[src/sv/gpgs_pkg.sv]
package gpgs_pkg;

	// Configuration port geometry.
	localparam int CFG_IDX_W  = 3;
	localparam int CFG_DATA_W = 31;

	// Register indexes.
	localparam logic [CFG_IDX_W-1:0] REG_AMPLITUDE   = 3'd0;
	localparam logic [CFG_IDX_W-1:0] REG_INV_TWO_SIG = 3'd1;
	localparam logic [CFG_IDX_W-1:0] REG_CUTOFF_SQRD = 3'd2;
	localparam logic [CFG_IDX_W-1:0] REG_ORIGIN_X    = 3'd3;
	localparam logic [CFG_IDX_W-1:0] REG_ORIGIN_Y    = 3'd4;
	localparam logic [CFG_IDX_W-1:0] REG_CELL_SIZE   = 3'd5;

	// Register reset values.
	localparam logic [15:0] RST_AMPLITUDE   = 16'd256;
	localparam logic [15:0] RST_INV_TWO_SIG = 16'd512;
	localparam logic [30:0] RST_CUTOFF_SQRD = 31'd294912;
	localparam logic [15:0] RST_ORIGIN_X    = 16'd0;
	localparam logic [15:0] RST_ORIGIN_Y    = 16'd0;
	localparam logic [14:0] RST_CELL_SIZE   = 15'd26;

	// Operation codes of an input word.
	localparam logic [1:0] OP_CLEAR = 2'd0;
	localparam logic [1:0] OP_SPLAT = 2'd1;
	localparam logic [1:0] OP_READ  = 2'd2;
	localparam logic [1:0] OP_NONE  = 2'd3;

	// exp(-1/16) in Q0.32.
	localparam logic [31:0] EXP_STEP_Q32 = 32'd4034748382;

	// Datapath settings; the user must hold them stable in a splat.
	typedef struct packed {
		logic [15:0] amplitude;
		logic [15:0] inv_two_sigma_sqrd;
		logic [30:0] cutoff_sqrd;
	} gpgs_shape_t;

	// Entry i of the exp table, worked out at elaboration by repeated
	// multiplication of a Q0.32 running value.
	function automatic logic [15:0] exp_value(input int unsigned i);
		logic [95:0] v;
		logic [95:0] q;
		v = 96'(1) << 32;
		for (int unsigned j = 0; j < i; j++) begin
			v = (v * 96'(EXP_STEP_Q32)) >> 32;
		end
		q = (v + 96'h8000) >> 16;
		if (q > 96'd65535) begin
			return 16'hFFFF;
		end
		return q[15:0];
	endfunction

endpackage

[src/sv/gpgs_exp_rom.sv]
module gpgs_exp_rom #(
	parameter int EXP_ENTRIES = 256,
	localparam int EXP_W = $clog2(EXP_ENTRIES)
) (
	input  logic             clk,
	input  logic [EXP_W-1:0] idx,
	output logic [15:0]      entry
);

	logic [15:0] rom [EXP_ENTRIES];
	logic [15:0] entry_q;

	for (genvar g = 0; g < EXP_ENTRIES; g++) begin : g_rom
		assign rom[g] = gpgs_pkg::exp_value(g);
	end

	always_ff @(posedge clk) begin
		if (32'(idx) < 32'(EXP_ENTRIES)) begin
			entry_q <= rom[idx];
		end else begin
			entry_q <= 16'd0;
		end
	end

	assign entry = entry_q;

endmodule

[src/sv/gpgs_cell_unit.sv]
module gpgs_cell_unit #(
	parameter int POS_W = 44,
	parameter int ADDR_W = 12,
	parameter int EXP_ENTRIES = 256,
	localparam int EXP_W = $clog2(EXP_ENTRIES)
) (
	input  logic                     clk,
	input  logic                     arst_n,
	input  gpgs_pkg::gpgs_shape_t    shape,
	input  logic                     issue,
	input  logic [ADDR_W-1:0]        addr,
	input  logic signed [POS_W-1:0]  cx,
	input  logic signed [POS_W-1:0]  cy,
	input  logic signed [POS_W-1:0]  px,
	input  logic signed [POS_W-1:0]  py,
	input  logic [15:0]              old_value,
	output logic                     busy,
	output logic                     wr_en,
	output logic [ADDR_W-1:0]        wr_addr,
	output logic [15:0]              wr_data
);

	logic signed [POS_W:0] dx, dy;
	logic [POS_W:0]        adx, ady;

	logic v_s1, v_s2, v_s3, v_s4, v_s5, v_s6;
	logic [ADDR_W-1:0] addr_s1, addr_s2, addr_s3, addr_s4, addr_s5, addr_s6;
	logic [15:0] adx_s1, ady_s1;
	logic        far_s1, far_s2;
	logic [31:0] sqx_s2, sqy_s2;
	logic [15:0] old_s2, old_s3, old_s4, old_s5, old_s6;
	logic [32:0] d2_sum;
	logic [30:0] d2_s3;
	logic        hit_s3;
	logic [46:0] k_prod;
	logic [26:0] k_idx;
	logic [EXP_W-1:0] idx_s4;
	logic        ok_s4, ok_s5, ok_s6;
	logic [15:0] entry_s5;
	logic [31:0] p_prod;
	logic [15:0] p_s6;

	// Stage 1: offsets to the cell centre. Anything at 2^16 or beyond in
	// either axis is already past the largest cutoff.
	assign dx  = {px[POS_W-1], px} - {cx[POS_W-1], cx};
	assign dy  = {py[POS_W-1], py} - {cy[POS_W-1], cy};
	assign adx = dx[POS_W] ? (POS_W+1)'(-dx) : (POS_W+1)'(dx);
	assign ady = dy[POS_W] ? (POS_W+1)'(-dy) : (POS_W+1)'(dy);

	assign d2_sum = 33'(sqx_s2) + 33'(sqy_s2);
	assign k_prod = 47'(d2_s3) * 47'(shape.inv_two_sigma_sqrd);
	assign k_idx  = k_prod[46:20];
	assign p_prod = 32'(shape.amplitude) * 32'(entry_s5);

	always_ff @(posedge clk or negedge arst_n) begin
		if (!arst_n) begin
			v_s1 <= 1'b0;
			v_s2 <= 1'b0;
			v_s3 <= 1'b0;
			v_s4 <= 1'b0;
			v_s5 <= 1'b0;
			v_s6 <= 1'b0;
		end else begin
			v_s1 <= issue;
			v_s2 <= v_s1;
			v_s3 <= v_s2;
			v_s4 <= v_s3;
			v_s5 <= v_s4;
			v_s6 <= v_s5;
		end
	end

	always_ff @(posedge clk) begin
		addr_s1 <= addr;
		adx_s1  <= adx[15:0];
		ady_s1  <= ady[15:0];
		far_s1  <= (|adx[POS_W:16]) || (|ady[POS_W:16]);

		// The grid memory answers the stage-0 read in the next cycle.
		addr_s2 <= addr_s1;
		sqx_s2  <= 32'(adx_s1) * 32'(adx_s1);
		sqy_s2  <= 32'(ady_s1) * 32'(ady_s1);
		far_s2  <= far_s1;
		old_s2  <= old_value;

		addr_s3 <= addr_s2;
		old_s3  <= old_s2;
		d2_s3   <= d2_sum[30:0];
		hit_s3  <= !far_s2 && (d2_sum < 33'(shape.cutoff_sqrd));

		addr_s4 <= addr_s3;
		old_s4  <= old_s3;
		idx_s4  <= k_idx[EXP_W-1:0];
		ok_s4   <= hit_s3 && (k_idx < 27'(EXP_ENTRIES));

		addr_s5 <= addr_s4;
		old_s5  <= old_s4;
		ok_s5   <= ok_s4;

		addr_s6 <= addr_s5;
		old_s6  <= old_s5;
		ok_s6   <= ok_s5;
		p_s6    <= p_prod[31:16];
	end

	gpgs_exp_rom #(
		.EXP_ENTRIES(EXP_ENTRIES)
	) u_exp_rom (
		.clk  (clk),
		.idx  (idx_s4),
		.entry(entry_s5)
	);

	assign busy    = v_s1 || v_s2 || v_s3 || v_s4 || v_s5 || v_s6;
	assign wr_en   = v_s6 && ok_s6 && (p_s6 > old_s6);
	assign wr_addr = addr_s6;
	assign wr_data = p_s6;

endmodule

[config.mk]
export PLATFORM = sky130hd
export DESIGN_NAME = gpgs_cell_unit
export DESIGN_NICKNAME = d
export VERILOG_FILES = /design/src/sv/gpgs_pkg.sv /design/src/sv/gpgs_exp_rom.sv /design/src/sv/gpgs_cell_unit.sv
export SDC_FILE = /design/constraint.sdc
export NUM_CORES = 2
export LEC_CHECK = 0
export ABC_AREA = 1
export BUFFER_PORTS_ARGS = -buffer_cell sky130_fd_sc_hd__buf_2
export CELL_PAD_IN_SITES_DETAIL_PLACEMENT = 0
export CELL_PAD_IN_SITES_GLOBAL_PLACEMENT = 1
export CORE_MARGIN = 10
export CORE_UTILIZATION = 45
export CTS_CLUSTER_DIAMETER = 40
export DETAILED_ROUTE_END_ITERATION = 7
export HOLD_SLACK_MARGIN = 0.03
export PLACE_DENSITY = 0.79
export SLEW_MARGIN = 30
export SYNTH_ARGS = -nofsm -noshare
export SYNTH_HDL_FRONTEND = slang
export SYNTH_HIERARCHICAL = 1
export SYNTH_SLANG_ARGS = --single-unit
[constraint.sdc]
create_clock -name clk -period 7.5 [get_ports clk]
set_input_delay 0.375 -clock clk [delete_from_list [all_inputs] [get_ports clk]]
set_output_delay 0.375 -clock clk [all_outputs]
set_load 0.05 [all_outputs]
Yosys cells after proc, flatten, opt, wreduce, memory -nomap -nowiden
Memories as Yosys holds them, arrays and structs flattened. A register that Yosys moved wholly into a read port is not among the register bits.
Index checks and enable logic that the tools add are counted.
- flip-flop bits (word level): 315
- bits in read-only memories: 4096
- latch bits: 0
- output and inout port bits: 30
- input bits: 270
- bits in writable memories: 0
- memories: 1
- reductions and logical operators: 13
- multipliers: 4
- mux-type cells: 2
- equal/unequal tests: 0
- bitwise gates (word level): 1
- shifts and indexed selects: 0
- divide/modulo/power cells: 0
- add/sub/neg operators: 5
- $lt $le $gt $ge: 3
- memory list (name ; depth ; bits a word ; rd ports ; clocked after Yosys merged registers in ; write ports ; RTL line ; RTL):
    (name not given) ; 256 ; 16 ; 1 ; 1 ; 0 ; gpgs_exp_rom.sv:19 ; entry_q <= rom[idx];
- operator list (kind ; count):
    16-bit by 16-bit multiplier with 32-bit output ; 3
    45-bit 2-to-1 mux ; 2
    45-bit negation ; 2
    44-bit by 44-bit subtractor with 45-bit output ; 2
    29-bit OR reduction ; 2
    31-bit by 16-bit multiplier with 47-bit output ; 1
    32-bit by 32-bit adder with 33-bit output ; 1
    33-bit by 31-bit < comparator with 1-bit output ; 1
    27-bit by 9-bit < comparator with 1-bit output, second input constant ; 1
    16-bit > comparator ; 1
    8-bit NOT with 9-bit output ; 1
    1-bit logical OR ; 6
    1-bit logical AND ; 4
    1-bit zero test ; 1

Longest topological paths before layout
- depth after elaboration: 5
- mapped depth: 33

By module
Netlist, hierarchy kept.
- by module, submodules not included (module ; sequential area each (sq um) ; area an instance (sq um) ; cells each ; instances):
    gpgs_cell_unit ; 6296.0 ; 58776.4 ; 8196 ; 1
    gpgs_exp_rom ; 320.3 ; 2741.4 ; 524 ; 1

Worst setup path before layout
No wires, ideal clock.
- kind: reg2reg
- start: register adx_s1[2]
- end: register sqx_s2[28]
- clock period less this slack: 6.047 ns
- slack: 1.453 ns
- stages on the path, launching flop included: 28
- arrival time: 5.935 ns
- setup time: 0.112 ns
- buffers on the path: 2
- data required time: 7.388 ns
- cells stage by stage: dfxtp_1 -> clkbuf_1 -> clkbuf_1 -> nand2_1 -> inv_1 -> fa_1 -> fa_1 -> inv_1 -> fa_1 -> inv_1 -> fa_1 -> fa_1 -> inv_1 -> fa_1 -> inv_1 -> ha_1 -> a21oi_1 -> o21ai_0 -> a21oi_1 -> o21ai_1 -> a21boi_0 -> o21ai_0 -> a21boi_1 -> o21ai_0 -> nand3_1 -> nand2_1 -> nand2_1 -> nand2_1
- cells in the longest elaborated chain, start to end: 1
- RTL lines (item ; RTL line ; RTL):
    start, declared ; gpgs_cell_unit.sv:28 ; logic [15:0] adx_s1, ady_s1;
    start signal, assigned ; gpgs_cell_unit.sv:75 ; adx_s1 <= adx[15:0];
    16-bit by 16-bit multiplier with 32-bit output ; gpgs_cell_unit.sv:81 ; sqx_s2 <= 32'(adx_s1) * 32'(adx_s1);
    end signal, assigned ; gpgs_cell_unit.sv:81 ;
    end, declared ; gpgs_cell_unit.sv:30 ; logic [31:0] sqx_s2, sqy_s2;
No other way between the ends.

Worst setup path after layout
- start: register d2_s3[20]
- end: register ok_s4
- cells in the longest elaborated chain, start to end: 3
- RTL lines (item ; RTL line ; RTL):
    start, declared ; gpgs_cell_unit.sv:33 ; logic [30:0] d2_s3;
    start signal, assigned ; gpgs_cell_unit.sv:88 ; d2_s3 <= d2_sum[30:0];
    31-bit by 16-bit multiplier with 47-bit output ; gpgs_cell_unit.sv:51 ; assign k_prod = 47'(d2_s3) * 47'(shape.inv_two_sigma_sqrd);
    27-bit by 9-bit < comparator with 1-bit output ; gpgs_cell_unit.sv:94 ; ok_s4 <= hit_s3 && (k_idx < 27'(EXP_ENTRIES));
    1-bit logical AND ; gpgs_cell_unit.sv:94 ;
    end signal, assigned ; gpgs_cell_unit.sv:94 ;
    end, declared ; gpgs_cell_unit.sv:38 ; logic ok_s4, ok_s5, ok_s6;
No other way between the ends.

==> impl_metrics.ini <==
[status]
outcome = finished, final reports clean

[worst_setup_path]
crit_path_end_kind = register
crit_top_cell = fa_1
crit_path_start_kind = register
worst-setup-path-type = reg -> reg
worstReg2RegStart = d2_s3[20]$_DFF_P_
cp_max_fo = 10
crit_family = adder cells
cp.arrival_ns = 7.38
crit_path_top_delay_cell = dfxtp_1
worstPathRequired_ns = 8.03
cp_cell_sequence = buf_4 -> nand2_1 -> fa_1 -> inv_1 -> fa_1 -> inv_1 -> fa_1 -> inv_1 -> fa_1 -> fa_1 -> inv_1 -> fa_1 -> inv_1 -> ha_1 -> a21oi_1 -> o21ai_0 -> a21oi_1 -> a21boi_0 -> nand3_1 -> a22oi_1 -> o211ai_1 -> nor2_1 -> nand4_1 -> nor2_1
startpoint = d2_s3[20]$_DFF_P_
critPathBufInv = 6
worstRegToRegCells = 24
path_depth = 24
cpPeakStageDelay_ns = 0.70

[floorplanning]
start_util_pct = 45.35
die_h_um = 389.7
die_width_um = 389.7
die_area_mm2 = 0.1519
row_count = 135
core_area_mm2 = 0.1356
io_pins = 300

[global_route]
grt_usage_pct = 24.10
antenna_found_initial = 10
met3_usage_pct = 2.380
use_met1_pct = 30.68
overflow = 0
grtUsageMet2_pct = 42.77
grt_pass1_wl_um = 296600
gr-max-usage-layer = met2
grt_max_degree = 52
grt_pass1_vias = 56140

[final_layout]
area_growth_pct = 8.435
final_common_cell = nand2_1
fin_util_pct = 49.18
nets = 10700
fill_cells = 13940
drive_gt1_share_pct = 5.761
layout_common_cells = nand2_1 (2548), inv_1 (2277), fa_1 (926)

[yosys]
synth-edff-count = 0
syn_nets = 10520
ys_seq_area_share_pct = 10.76
synthDistinctLibCells = 56
synthCells = 8720
synth_area_mm2 = 0.06152
synthArstFlopShare_pct = 1.824
ys_seq_elements = 329
synthFlopType = dfxtp_1
yosysWarnings = 6
synth.avg_cell_area_um2 = 7.055

[route]
antenna_left = 0
drc = 0
dr_total_vias = 53270
routedWlPerCell_um = 16.88
initialDrtViolationCount = 3080
vias_per_cell = 4.966
drt-total-wl_um = 181100
drtPass1Iterations = 6

[place]
place_ws_ns = 0.5780
portBuffers = 299
gp_congestion = 0.9360
dp_hpwl_um = 152800

[sta]
fin_crit_ns = 6.851
maxSlewHeadroom_pct = 35.23
setup_tns_ns = 0
worstMarginPinSlew_ns = 0.9702
finalMaxSlewViolations = 0
worst_clock_skew_ns = 0.05965
fin_ws_ns = 0.6487
fin_crit_sh_pct = 91.35
fmax_mhz = 146.0
hold_violations = 0
rsz0062_at_grt = false
setup_violations = 0

[hold_path]
min-delay-path-class = in -> async

[clock_network]
cts.repair.resized = 0
tritoncts = done
path_clk_slew_ns = 0.06
ctsLongestPathBuffers = 3
cts_sinks = 329
cts_buffers = 50
htreeDepth = 2
cts_root_buffer = clkbuf_16
clk-insertion-delay-late_ns = 0.63

[job]
cap_violations = 0
-- layout make-up --
cell class	count	area, um2	share of cell area, %
diodes	7	17.52	0.02626
clock buffers	59	1305	1.956
clock inverters	34	450.4	0.6752
inverters	2287	8584	12.87
multi-input cells	5843	45250	67.84
flip-flops and latches	329	6616	9.919
well taps	1781	2228	3.341
repair buffers	388	2252	3.376
-- timing repair --
| action | 4_1_cts | 5_1_grt |
|---|---|---|
| hold buffers | 30 | 0 |
| setup buffers | 0 | 0 |
| hold endpoints to repair | 35 | 0 |
-- cells by family (layout without fill, tap and decap cells) --
| group | count (synthesis) | after routing | synth area share (%) |
|---|---|---|---|
| other | 0 | 7 | 0 |
| buffers and inverters | 2548 | 2768 | 15.69 |
| flip-flops | 329 | 329 | 10.76 |
| adder cells (fa/ha/maj) | 1527 | 1527 | 42.36 |
| XOR/XNOR | 171 | 171 | 2.435 |
| AND/OR/NAND/NOR | 3547 | 3547 | 23.31 |
| AO/OA/AOI/OAI | 598 | 598 | 5.453 |
-- synth_stat cells, types with 15 or more instances --
library cell,count,area [um2]
a31oi_1,22,137.6
o21a_1,22,165.2
nand2_1,2548,9564
nand2_2,16,100.1
ha_1,601,7520
nand3_1,334,1672
xnor2_1,53,464.2
nand3b_1,29,217.7
nor2_1,451,1693
o21ai_0,127,635.6
xor2_1,118,1033
nand4_1,74,462.9
o21bai_1,15,112.6
nor3_1,38,190.2
fa_1,926,18540
a21oi_1,316,1582
buf_2,17,85.08
dfxtp_1,323,6466
inv_1,2277,8547
clkbuf_1,226,848.3
-- path summary, 6_finish.rpt --
check                                endpoint  slack (ns)
setup / recovery                ok_s4$_DFF_P_        0.65
hold / removal                 v_s1$_DFF_PN0_        0.09
setup reg to reg                ok_s4$_DFF_P_        0.65
hold reg to reg            addr_s5[1]$_DFF_P_        0.32
max in group asynchronous      v_s6$_DFF_PN0_        7.26
min in group clk            ady_s1[0]$_DFF_P_        0.11
-- layer usage --
metal | part of all wire [%] | vias to the layer above
li1 | - | 26070
met1 | 43 | 25580
met2 | 49 | 1311
met3 | 4.8 | 302
met4 | 3.3 | 12
met5 | 0.035 | -
-- registers in the layout, indices dropped and copies added (netlist names), 16 cells and up --
name,cells
adx_s1,16
ady_s1,16
d2_s3,31
old_s2,16
old_s3,16
old_s4,16
old_s5,16
old_s6,16
sqx_s2,31
sqy_s2,31
u_exp_rom/entry,16
wr_data,16
-- stage by stage --
stage	cells	hold slack, ns	instance area [um2]
6_report	10730	0.09130	66710
5_1_grt	10720	0.09111	66690
4_1_cts	10720	0.05318	66690
3_5_place_dp	10600	0.2022	64630
3_3_place_gp	10600	0.1973	64630
2_1_floorplan	8720	0.07941	61520
Power is not shown: default switching activity piles up to over one toggle a cycle in this logic, so the estimate is an artifact.
